**config.mk**
```make
export PLATFORM = sky130hd
export DESIGN_NAME = sbet_queue
export DESIGN_NICKNAME = d
export VERILOG_FILES = /design/src/hdl/sbet_pkg.sv /design/src/hdl/sbet_queue.sv
export SDC_FILE = /design/constraint.sdc
export NUM_CORES = 1
export LEC_CHECK = 0
export BUFFER_PORTS_ARGS = -buffer_cell sky130_fd_sc_hd__buf_4
export CAP_MARGIN = 5
export CORE_ASPECT_RATIO = 1.2
export CORE_UTILIZATION = 49
export DETAILED_ROUTE_END_ITERATION = 8
export PLACE_DENSITY = 0.75
export REMOVE_ABC_BUFFERS = 1
export SLEW_MARGIN = 20
export SYNTH_ARGS = -nofsm -noshare
export SYNTH_HDL_FRONTEND = slang
export SYNTH_SLANG_ARGS = --single-unit
```
**constraint.sdc**
```tcl
create_clock -name clock -period 2.18 [get_ports clock]
set_clock_uncertainty 0.15 [all_clocks]
set_input_delay 0.109 -clock clock [delete_from_list [all_inputs] [get_ports clock]]
set_output_delay 0.109 -clock clock [all_outputs]
set_load 0.01 [all_outputs]
```
**src/hdl/sbet_pkg.sv**
```systemverilog
package sbet_pkg;

   localparam int COORD_BITS_DEF     = 32;
   localparam int TIME_FRAC_BITS_DEF = 16;
   localparam int QUEUE_DEPTH        = 2;

   // normal component codes, two's complement
   localparam logic [1:0] NORM_ZERO = 2'b00;
   localparam logic [1:0] NORM_POS  = 2'b01;
   localparam logic [1:0] NORM_NEG  = 2'b11;

   typedef struct packed {
      logic vzero;    // no motion on this axis
      logic ov;       // axis overlaps strictly
      logic in_neg;   // entry time negative
      logic out_neg;  // exit time negative
      logic gin_neg;  // entry gap negative, picks the normal sign
   } axis_flags_type;

endpackage

```
**src/hdl/sbet_queue.sv**
```systemverilog
module sbet_queue #(
   parameter int WIDTH = 8,
   parameter int DEPTH = sbet_pkg::QUEUE_DEPTH
) (
   input  logic             clock,
   input  logic             reset,
   input  logic             push_valid,
   output logic             push_ready,
   input  logic [WIDTH-1:0] push_data,
   output logic             pop_valid,
   input  logic             pop_ready,
   output logic [WIDTH-1:0] pop_data
);

   localparam int AW = (DEPTH > 1) ? $clog2(DEPTH) : 1;
   localparam int CNTW = $clog2(DEPTH + 1);

   logic [WIDTH-1:0] mem [DEPTH];
   logic [AW-1:0] wr_ptr_ff, wr_ptr_in, rd_ptr_ff, rd_ptr_in;
   logic [CNTW-1:0] count_ff, count_in;
   logic push, pop;

   assign push_ready = (count_ff != CNTW'(DEPTH));
   assign pop_valid  = (count_ff != '0);
   assign push       = push_valid && push_ready;
   assign pop        = pop_valid && pop_ready;
   assign pop_data   = mem[rd_ptr_ff];

   always_comb begin
      wr_ptr_in = push ? wr_ptr_ff + AW'(1) : wr_ptr_ff;
      rd_ptr_in = pop ? rd_ptr_ff + AW'(1) : rd_ptr_ff;
      count_in  = count_ff + CNTW'(push) - CNTW'(pop);
   end

   always_ff @(posedge clock) begin
      if (push) begin
         mem[wr_ptr_ff] <= push_data;
      end
   end

   always_ff @(posedge clock) begin
      if (reset) begin
         wr_ptr_ff <= '0;
         rd_ptr_ff <= '0;
         count_ff  <= '0;
      end else begin
         wr_ptr_ff <= wr_ptr_in;
         rd_ptr_ff <= rd_ptr_in;
         count_ff  <= count_in;
      end
   end

endmodule

```
==> results_dict.tcl <==
set metrics [dict create \
    outcome "finished, final reports clean" \
    peakVddDrop_uv 653 \
    max_stage_delay_ns 0.37 \
    synth.cell_area_um2 841 \
    yosysSeqAreaShare_pct 69.0 \
    track_usage_pct 15.6 \
    num_vias 535 \
    coreArea_um2 1620 \
    port_buffers 21 \
    die_y_um 47.4 \
    layout.nets 100 \
    die_x_um 39.8 \
    postCtsResizedCells 0 \
    avgSynthCellArea_um2 16.2 \
    slowest_stage "dfxtp_1" \
    path_clk_slew_ns 0.11 \
    crit_family "simple AND/OR/NAND/NOR gates" \
    grt_pass1_vias 434 \
    gp_congestion 0.610 \
    routed_wl_mm 1.34 \
    clock-sinks 21 \
    crit_type "flop to flop" \
    clock_latency_ns 0.29 \
    drt_iter0_drc 15 \
    slew_headroom_pct 76.6 \
    layout_common_cells "buf_4 (21), edfxtp_1 (16), dlygate4sd3_1 (10)" \
    overflow 0 \
    final_antenna_net_count 0 \
    clock.fmax_mhz 577 \
    drc 0 \
    worst_pin_slew_ns 0.351 \
    io_pins 22 \
    synth.distinct_cells 22 \
    cp.depth 6 \
    hpwlAfterDp_um 904 \
    h-tree-depth 1 \
    grt_start_max_net_pins 12 \
    critPathArrivalTime_ns 1.77 \
    clk_root_buffer_cell "clkbuf_4" \
    fin_crit_ns 1.73 \
    critPathLaunchType "flop" \
    rsz0062_at_grt "no" \
    rows 16 \
    synthCells 52 \
    leakage_nw 0.443 \
    critPathMaxFanout 7 \
    layout_commonest_cell "buf_4" \
    maxCapViolCount 0 \
    reg2reg_to "count_ff[1]" \
    synth-warning-count 0 \
    ctsLongestPathBuffers 2 \
    die-area_um2 1890 \
    antenna_found_initial 0 \
    power_density_nw_per_um2 851 \
    r2r_setup_slack_ns 0.45 \
    initial_core_util_pct 51.9 \
    min_path_type "input pin to flop" \
    maxSlewViolCount 0 \
    antennaDiodeCount 0 \
    path_cells "or2_2, nor2_1, a311oi_1, ha_1, nor4_1, nor3_2" \
    area_growth_pct 35.9 \
    reg2reg_from "count_ff[0]" \
    fin_crit_sh_pct 79.6 \
    avgRoutedWirePerCell_um 12.9 \
    cts_inserted_buffers 3 \
    crit_buf_inv 0 \
    drive_above_1_share_pct 44.2 \
    endpoint "count_ff[1]" \
    cts_tree "built" \
    finalSetupViolations 0 \
    finalSetupTns_ns 0 \
    end_kind "flop" \
    hold_viol 0 \
    critPathLaunch "count_ff[0]" \
    r2r_cells 6 \
    vias_per_cell 5.14 \
    grt_pass1_wl_mm 1.86 \
    dr.pass1.iters 4 \
    finish.utilization_pct 70.4 \
    synth-seq-cells 21 \
    required_ns 2.22 \
]
==> flip-flops by register name (all words and copies together) (netlist names), named ones only <==
register and flops:
count_ff 2, mem 16, rd_ptr_ff 1, wr_ptr_ff 1
==> worst min path at each step <==
stage	cells past startpoint	startpoint	slack [ns]	endpoint
finish	4	pop_ready	0.07	rd_ptr_ff
global route	4	pop_ready	0.11	rd_ptr_ff
detailed placement	1	push_data[4]	0.15	mem[0][4]
floorplan	1	reset	0.03	wr_ptr_ff
global placement	1	push_data[1]	0.15	mem[1][1]
CTS	4	pop_ready	0.09	rd_ptr_ff
==> layer usage <==
layer  vias up  wire [um]  global-route usage (%)  share of wire (%)
met2        13        734                    25.9                 55
met4         0         17                    8.28                1.3
li1        267          -                       -                  -
met5         -          0                       0                  0
met3         2         45                    4.27                3.4
met1       253        545                    18.2                 41
==> layout make-up <==
type / instances / area, um2
inverter: 1 / 3.75
tap: 18 / 22.5
timing repair buffer: 31 / 258
clock buffer: 4 / 26.3
fill: 127 / 479
multi-input combinational: 29 / 251
sequential: 21 / 581
==> synthesized netlist by cell type, drive strengths merged <==
cell type	count	area, um2
nand2b	1	8.76
or2	1	6.26
nor3	1	10.0
a311oi	1	8.76
nor4	1	6.26
a21oi	2	10.0
dfxtp	5	100
and3	2	18.8
inv	1	3.75
mux2	8	90.1
nor2	3	11.3
edfxtp	16	480
nor2b	2	12.5
a21bo	1	10.0
xor2	1	8.76
ha	1	12.5
o21ai	1	5.00
buf	1	5.00
o31a	1	8.76
nand3b	1	7.51
nor4bb	1	16.3
==> timing repair <==
action / in CTS / in global routing
setup buffers: 0 / 0
hold buffers: 10 / 0
endpoints found under the hold margin: 21 / 0
==> worst min-delay path, stage by stage <==
cell	delay, ns
buf_4	0.12
o21ai_1	0.09
xor2_1	0.09
nor2_1	0.08
==> cells by family (layout without fill, tap and decap cells) <==
family	count (synthesis)	in the layout	share of synthesized area [%]
multiplexers	8	8	10.7
flip-flops	21	21	69.0
XOR/XNOR	1	1	1.04
AND/OR/NAND/NOR	13	13	11.6
adder cells (fa/ha/maj)	1	1	1.49
AO/OA/AOI/OAI	6	6	5.06
buffers and inverters	2	36	1.04
==> through the flow <==
step | hold slack, ns | worst slack (ns) | instances | power, mW | cell area, um2
floorplan | 0.0281 | 0.523 | 51 | 0.679 | 836
global placement | 0.145 | 0.525 | 90 | 0.787 | 1020
detailed placement | 0.146 | 0.463 | 90 | 0.794 | 1020
CTS | 0.0869 | 0.448 | 104 | 0.981 | 1140
global route | 0.109 | 0.348 | 104 | 1.03 | 1140
finish | 0.0725 | 0.446 | 104 | 0.972 | 1140
==> report_power, final <==
group / internal [mW] / leakage [nW] / switching [mW] / total, mW
clock: 0.0711 / 0.0150 / 0.105 / 0.177
combinational: 0.162 / 0.237 / 0.109 / 0.270
sequential: 0.486 / 0.191 / 0.0393 / 0.525
total: 0.719 / 0.443 / 0.254 / 0.972
(Power assumes the default switching activity.)
