===== src/hdl/sbet_pkg.sv =====
package sbet_pkg;

   localparam int COORD_BITS_DEF     = 32;
   localparam int TIME_FRAC_BITS_DEF = 16;
   localparam int QUEUE_DEPTH        = 2;

   // normal component codes, two's complement
   localparam logic [1:0] NORM_ZERO = 2'b00;
   localparam logic [1:0] NORM_POS  = 2'b01;
   localparam logic [1:0] NORM_NEG  = 2'b11;

   typedef struct packed {
      logic vzero;    // no motion on this axis
      logic ov;       // axis overlaps strictly
      logic in_neg;   // entry time negative
      logic out_neg;  // exit time negative
      logic gin_neg;  // entry gap negative, picks the normal sign
   } axis_flags_type;

endpackage


===== src/hdl/sbet_front.sv =====
module sbet_front #(
   parameter int CW = sbet_pkg::COORD_BITS_DEF,
   parameter int DW = ((10 * CW + 7) / 8) * 8,
   parameter int MW = CW + 1
) (
   input  logic                            clock,
   input  logic                            reset,
   input  logic                            req_tvalid,
   output logic                            req_tready,
   input  logic [DW-1:0]                   req_tdata,
   output logic                            out_valid,
   input  logic                            out_ready,
   output logic [1:0][MW-1:0]              gin_mag,
   output logic [1:0][MW-1:0]              gout_mag,
   output logic [1:0][MW-1:0]              vel_mag,
   output sbet_pkg::axis_flags_type [1:0]  flags
);

   logic vld_ff, vld_in;
   logic [1:0][MW-1:0] gin_mag_ff, gout_mag_ff, vel_mag_ff;
   sbet_pkg::axis_flags_type [1:0] flags_ff;
   logic take;

   assign req_tready = !vld_ff || out_ready;
   assign take       = req_tvalid && req_tready;
   assign vld_in     = take || (vld_ff && !out_ready);

   for (genvar a = 0; a < 2; a++) begin : g_axis
      logic signed [CW-1:0] mmin, mmax, tmin, tmax, vel;
      logic signed [MW-1:0] gpos, gneg, gin, gout, vel_x;
      logic vpos;

      assign mmin = req_tdata[a * CW +: CW];
      assign mmax = req_tdata[(2 + a) * CW +: CW];
      assign tmin = req_tdata[(4 + a) * CW +: CW];
      assign tmax = req_tdata[(6 + a) * CW +: CW];
      assign vel  = req_tdata[(8 + a) * CW +: CW];

      assign gpos  = MW'(tmin) - MW'(mmax);
      assign gneg  = MW'(tmax) - MW'(mmin);
      assign vpos  = !vel[CW-1] && (vel != '0);
      assign gin   = vpos ? gpos : gneg;
      assign gout  = vpos ? gneg : gpos;
      assign vel_x = MW'(vel);

      always_ff @(posedge clock) begin
         if (take) begin
            gin_mag_ff[a]       <= gin[MW-1] ? -gin : gin;
            gout_mag_ff[a]      <= gout[MW-1] ? -gout : gout;
            vel_mag_ff[a]       <= vel_x[MW-1] ? -vel_x : vel_x;
            flags_ff[a].vzero   <= (vel == '0);
            flags_ff[a].ov      <= (mmin < tmax) && (mmax > tmin);
            flags_ff[a].in_neg  <= gin[MW-1] ^ vel[CW-1];
            flags_ff[a].out_neg <= gout[MW-1] ^ vel[CW-1];
            flags_ff[a].gin_neg <= gin[MW-1];
         end
      end
   end

   always_ff @(posedge clock) begin
      if (reset) begin
         vld_ff <= 1'b0;
      end else begin
         vld_ff <= vld_in;
      end
   end

   assign out_valid = vld_ff;
   assign gin_mag   = gin_mag_ff;
   assign gout_mag  = gout_mag_ff;
   assign vel_mag   = vel_mag_ff;
   assign flags     = flags_ff;

endmodule


===== config.mk =====
export PLATFORM = sky130hd
export DESIGN_NAME = sbet_front
export DESIGN_NICKNAME = d
export VERILOG_FILES = /design/src/hdl/sbet_pkg.sv /design/src/hdl/sbet_front.sv
export SDC_FILE = /design/constraint.sdc
export NUM_CORES = 1
export LEC_CHECK = 0
export ABC_CLOCK_PERIOD_IN_PS = 8050
export BUFFER_PORTS_ARGS = -buffer_cell sky130_fd_sc_hd__buf_2
export CORE_AREA = 4 4 207 209
export CTS_CLUSTER_DIAMETER = 100
export DETAILED_ROUTE_END_ITERATION = 10
export DIE_AREA = 0 0 211 213
export GPL_TIMING_DRIVEN = 0
export PLACE_DENSITY = 0.84
export SYNTH_ARGS = -nofsm -noshare
export SYNTH_HDL_FRONTEND = slang
export SYNTH_SLANG_ARGS = --single-unit
export TNS_END_PERCENT = 1

===== constraint.sdc =====
create_clock -name clock -period 8.05 [get_ports clock]
set_input_delay 0.4025 -clock clock [delete_from_list [all_inputs] [get_ports clock]]
set_output_delay 0.4025 -clock clock [all_outputs]
set_load 0.005 [all_outputs]

==> results_dict.tcl <==
set metrics [dict create \
    outcome "finished, violations left" \
    failed_checks "capacitance limit, slew limit" \
    logic_gate_share_of_total_power 0.439 \
    netlist_instances 2488 \
    timing_worst_slew_pin_value_ns 1.48 \
    critical_path_arrival_ns 8.02 \
    chipHeight_um 213 \
    synth_area_leaders "sky130_fd_sc_hd__edfxtp_1, sky130_fd_sc_hd__ha_1, sky130_fd_sc_hd__xnor2_1" \
    report.final.setup_viol 0 \
    number_of_enable_type_register_cells_in_the_synthesized_netlist 208 \
    async_flop_share 0 \
    grt_max_degree 70 \
    design.portCount 534 \
    overflow 0 \
    filler_instances 3573 \
    num_rows 74 \
    count_of_nets_after_finishing 3516 \
    timing.hold.worst_endpoint "out_valid" \
    flow.area_growth_from_synthesis_pct 20.0 \
    mappedNetlistArea_um2 21000 \
    post-synth-top-area-cell "sky130_fd_sc_hd__edfxtp_1" \
    fin_util 0.617 \
    power.clock.fraction 0.233 \
    finalWorstSetupSlack_ns 0.354 \
    grt_util_all_layers 0.362 \
    gp_congestion 0.995 \
    setup_repair_after_global_routing_missed_its_margin "false" \
    final_cell_area_um2 25200 \
    drt-vias-per-instance 6.20 \
    cts.repair.resized 0 \
    count_of_routing_violations_after_the_opening_detailed_route_iteration 2038 \
    hold_viol_final 0 \
    powerDensity_nw_per_um2 186 \
    crit_path_end_kind "flip-flop" \
    finalMaxSlewViolations 2 \
    count_of_buffers_added_by_post_cts_timing_repair_for_setup 0 \
    avgRoutedWirePerCell_um 24.1 \
    r2r_end "gout_mag[61]" \
    finalSetupTns_ns 0 \
    path_class "primary input to flip-flop" \
    layout_min_cycle_time_ns 7.70 \
    worst_setup_path_start_kind "primary input" \
    worst_r2r_startpoint "out_valid" \
    synthesized_area_per_cell_um2 8.44 \
    yosys.area.top_type_share 0.297 \
    vdd.ir_drop.worst_uv 133 \
    synth.net_count 2956 \
    postSynthRegisterBits 209 \
    worst_hold_stages 2 \
    seq_power_share 0.328 \
    max_cap_violations 2 \
    first_pass_grt_wire_length_um 127000 \
    drt-pass1-iter-count 6 \
    yosysWarnings 0 \
    vias_post_dr 22316 \
    fraction_of_power_spent_switching_nets 0.392 \
    power.total_mw 4.69 \
    clock.fmax_mhz 130 \
    tritoncts "done" \
    cts_made_buffers 22 \
    die-area_um2 44900 \
    dp.final_hpwl_um 73600 \
    p_int_mw 2.85 \
    synth.distinct_cells 92 \
    cts_root_buffer "sky130_fd_sc_hd__clkbuf_16" \
    core_um2 40800 \
    worst_hold_startpoint "reset" \
    seq_area_frac_synth 0.298 \
    synth_top_flop_cell "sky130_fd_sc_hd__edfxtp_1" \
    timing.hold.worst.class "primary input to flip-flop" \
    die_w_um 211 \
    placedInstanceArea_um2 24400 \
    total_switching_power_mw 1.84 \
    critPathMaxFanout 10 \
    port_buffers 533 \
    clock_tree.htree_level_count 1 \
    drt_wl_total_um 86700 \
    timing.reg2reg.worst_path_depth 5 \
    antenna_viol_nets_final 0 \
    timing.final.crit_share 0.956 \
    worstSkewPairLatency_ns 0.52 \
    clock_sink_count 209 \
    leakage_nw 11.0 \
    cts.clk_slew.worst_paths_ns 0.06 \
    holdBufCountCts 0 \
    grt_antenna_before_repair 6 \
    max-slew-margin-rel -0.0115 \
    vias_in_the_first_global_route 21118 \
    floorplan.initialDensity 0.514 \
    worst_case_clock_buffer_depth 3 \
    layout-drive-gt1-share 0.210 \
    worst_ep_required_time_ns 8.38 \
    fin_skew_ns 0.00791 \
    flop2flop_setup_slack_ns 5.80 \
    drcViolationCount 0 \
    worst_slack_after_detailed_placement_ns 0.0753 \
]
## cells in the final DEF (no fill, tap or decap), drive strengths merged, types with 101 or more instances in the layout
master,synthesis,final
a21oi,209,209
xnor2,173,173
nand2,233,233
o21ai,156,156
edfxtp,208,208
clkbuf,75,101
ha,140,140
nor2,167,167
inv,194,195
buf,16,552
## flip-flops by register name (all words and copies together), names as in the netlist
register	cells
out_valid	1
vel_mag	66
gin_mag	66
gout_mag	66
flags	10
## area by class of cell
type	count	area, um^2	area share
well taps	532	666	0.0264
plain buffers	91	354	0.0140
inverters	196	736	0.0292
repair buffers	536	2750	0.109
clock inverters	14	190	0.00755
clock buffers	26	586	0.0232
multi-input cells	1992	13700	0.542
diodes	2	5.00	0.000199
flip-flops and latches	209	6270	0.249
## metal layers
metal  wire, um  global-route usage  vias up
li1           -                   -    10302
met1      35400               0.481    10654
met2      40000               0.601     1169
met3       6920              0.0463      191
met4       4340               0.149        0
met5          0                   0        -
## power groups by stage
stage          clock [mW]  sequential (mW)  combinational (mW)
6_report             1.09             1.54                2.06
5_1_grt              1.15             1.55                2.20
4_1_cts              1.10             1.54                2.01
3_5_place_dp            0             1.56                2.00
3_3_place_gp            0             1.58                1.96
2_1_floorplan           0             1.55                1.20
## stage by stage
step | hold slack (ns) | std cells
detailed placement | 0.533 | 3556
finish | 0.0404 | 3598
CTS | 0.0293 | 3596
global route | 0.0411 | 3597
floorplan | 0.472 | 2488
global placement | 0.502 | 3553
## worst max-delay path, stage by stage
cell                       delay [ns]
sky130_fd_sc_hd__buf_2           0.16
sky130_fd_sc_hd__nor3_1          0.22
sky130_fd_sc_hd__nand3b_1        0.13
sky130_fd_sc_hd__or2_2           0.33
sky130_fd_sc_hd__or4_1           0.53
sky130_fd_sc_hd__or3_1           0.45
sky130_fd_sc_hd__or3_1           0.45
sky130_fd_sc_hd__or3_1           0.43
sky130_fd_sc_hd__or3_1           0.42
sky130_fd_sc_hd__ha_1            0.34
sky130_fd_sc_hd__clkbuf_1        0.35
sky130_fd_sc_hd__clkbuf_1        0.43
sky130_fd_sc_hd__buf_1           0.44
sky130_fd_sc_hd__buf_1           0.45
sky130_fd_sc_hd__mux2_2          0.37
sky130_fd_sc_hd__ha_1            0.22
sky130_fd_sc_hd__nand2_1         0.10
sky130_fd_sc_hd__a211oi_1        0.48
sky130_fd_sc_hd__and4_1          0.36
sky130_fd_sc_hd__and3_1          0.26
sky130_fd_sc_hd__nand4b_1        0.18
sky130_fd_sc_hd__nor3_1          0.16
sky130_fd_sc_hd__and3_1          0.32
## kinds of logic (layout without fill, tap and decap cells)
family | Yosys count | after routing | share of synthesized area
AO/OA/AOI/OAI | 716 | 716 | 0.220
XOR/XNOR | 259 | 259 | 0.108
adder cells (fa/ha/maj) | 144 | 144 | 0.0872
buffers and inverters | 287 | 863 | 0.0519
flip-flops | 209 | 209 | 0.298
multiplexers | 98 | 98 | 0.0483
other | 0 | 2 | 0
AND/OR/NAND/NOR | 775 | 775 | 0.186
## how the worst max path moves through the flow
| stage | slack, ns | end | start | cells past startpoint |
|---|---|---|---|---|
| after CTS | 0.58 | gin_mag[32] | req_tdata[258] | 23 |
| final | 0.35 | gin_mag[32] | req_tdata[258] | 23 |
| after global routing | 0.19 | gin_mag[28] | req_tdata[258] | 23 |
| after detailed placement | 0.08 | gin_mag[30] | req_tdata[258] | 23 |
| after global placement | 0.05 | gin_mag[32] | req_tdata[258] | 23 |
| after floorplan | 1.85 | gin_mag[30] | req_tdata[259] | 22 |
## Yosys cell counts, types with 7 or more instances
library cell / number
sky130_fd_sc_hd__nor2b_1: 23
sky130_fd_sc_hd__edfxtp_1: 208
sky130_fd_sc_hd__and4_1: 10
sky130_fd_sc_hd__or3_1: 40
sky130_fd_sc_hd__o2111ai_1: 9
sky130_fd_sc_hd__o21ai_0: 146
sky130_fd_sc_hd__nor2_1: 167
sky130_fd_sc_hd__nand3_1: 43
sky130_fd_sc_hd__nand4_1: 31
sky130_fd_sc_hd__nand2_1: 232
sky130_fd_sc_hd__or2_2: 13
sky130_fd_sc_hd__and2_1: 21
sky130_fd_sc_hd__or4_1: 23
sky130_fd_sc_hd__nor4_1: 19
sky130_fd_sc_hd__xnor2_1: 173
sky130_fd_sc_hd__xor2_1: 86
sky130_fd_sc_hd__mux2_2: 26
sky130_fd_sc_hd__and3_1: 22
sky130_fd_sc_hd__clkbuf_1: 75
sky130_fd_sc_hd__inv_1: 194
sky130_fd_sc_hd__mux2i_1: 72
sky130_fd_sc_hd__a21o_1: 57
sky130_fd_sc_hd__o21a_1: 20
sky130_fd_sc_hd__nand3b_1: 8
sky130_fd_sc_hd__nor3b_1: 14
sky130_fd_sc_hd__buf_1: 11
sky130_fd_sc_hd__o211ai_1: 31
sky130_fd_sc_hd__a2111oi_0: 7
sky130_fd_sc_hd__a21boi_0: 10
sky130_fd_sc_hd__a211o_1: 13
sky130_fd_sc_hd__a211oi_1: 26
sky130_fd_sc_hd__a31oi_1: 37
sky130_fd_sc_hd__o21bai_1: 11
sky130_fd_sc_hd__nor3_1: 61
sky130_fd_sc_hd__nand2b_1: 20
sky130_fd_sc_hd__ha_1: 140
sky130_fd_sc_hd__o21ai_1: 9
sky130_fd_sc_hd__o41ai_1: 13
sky130_fd_sc_hd__a21oi_1: 207
sky130_fd_sc_hd__o31ai_1: 35
(Power assumes the default switching activity.)
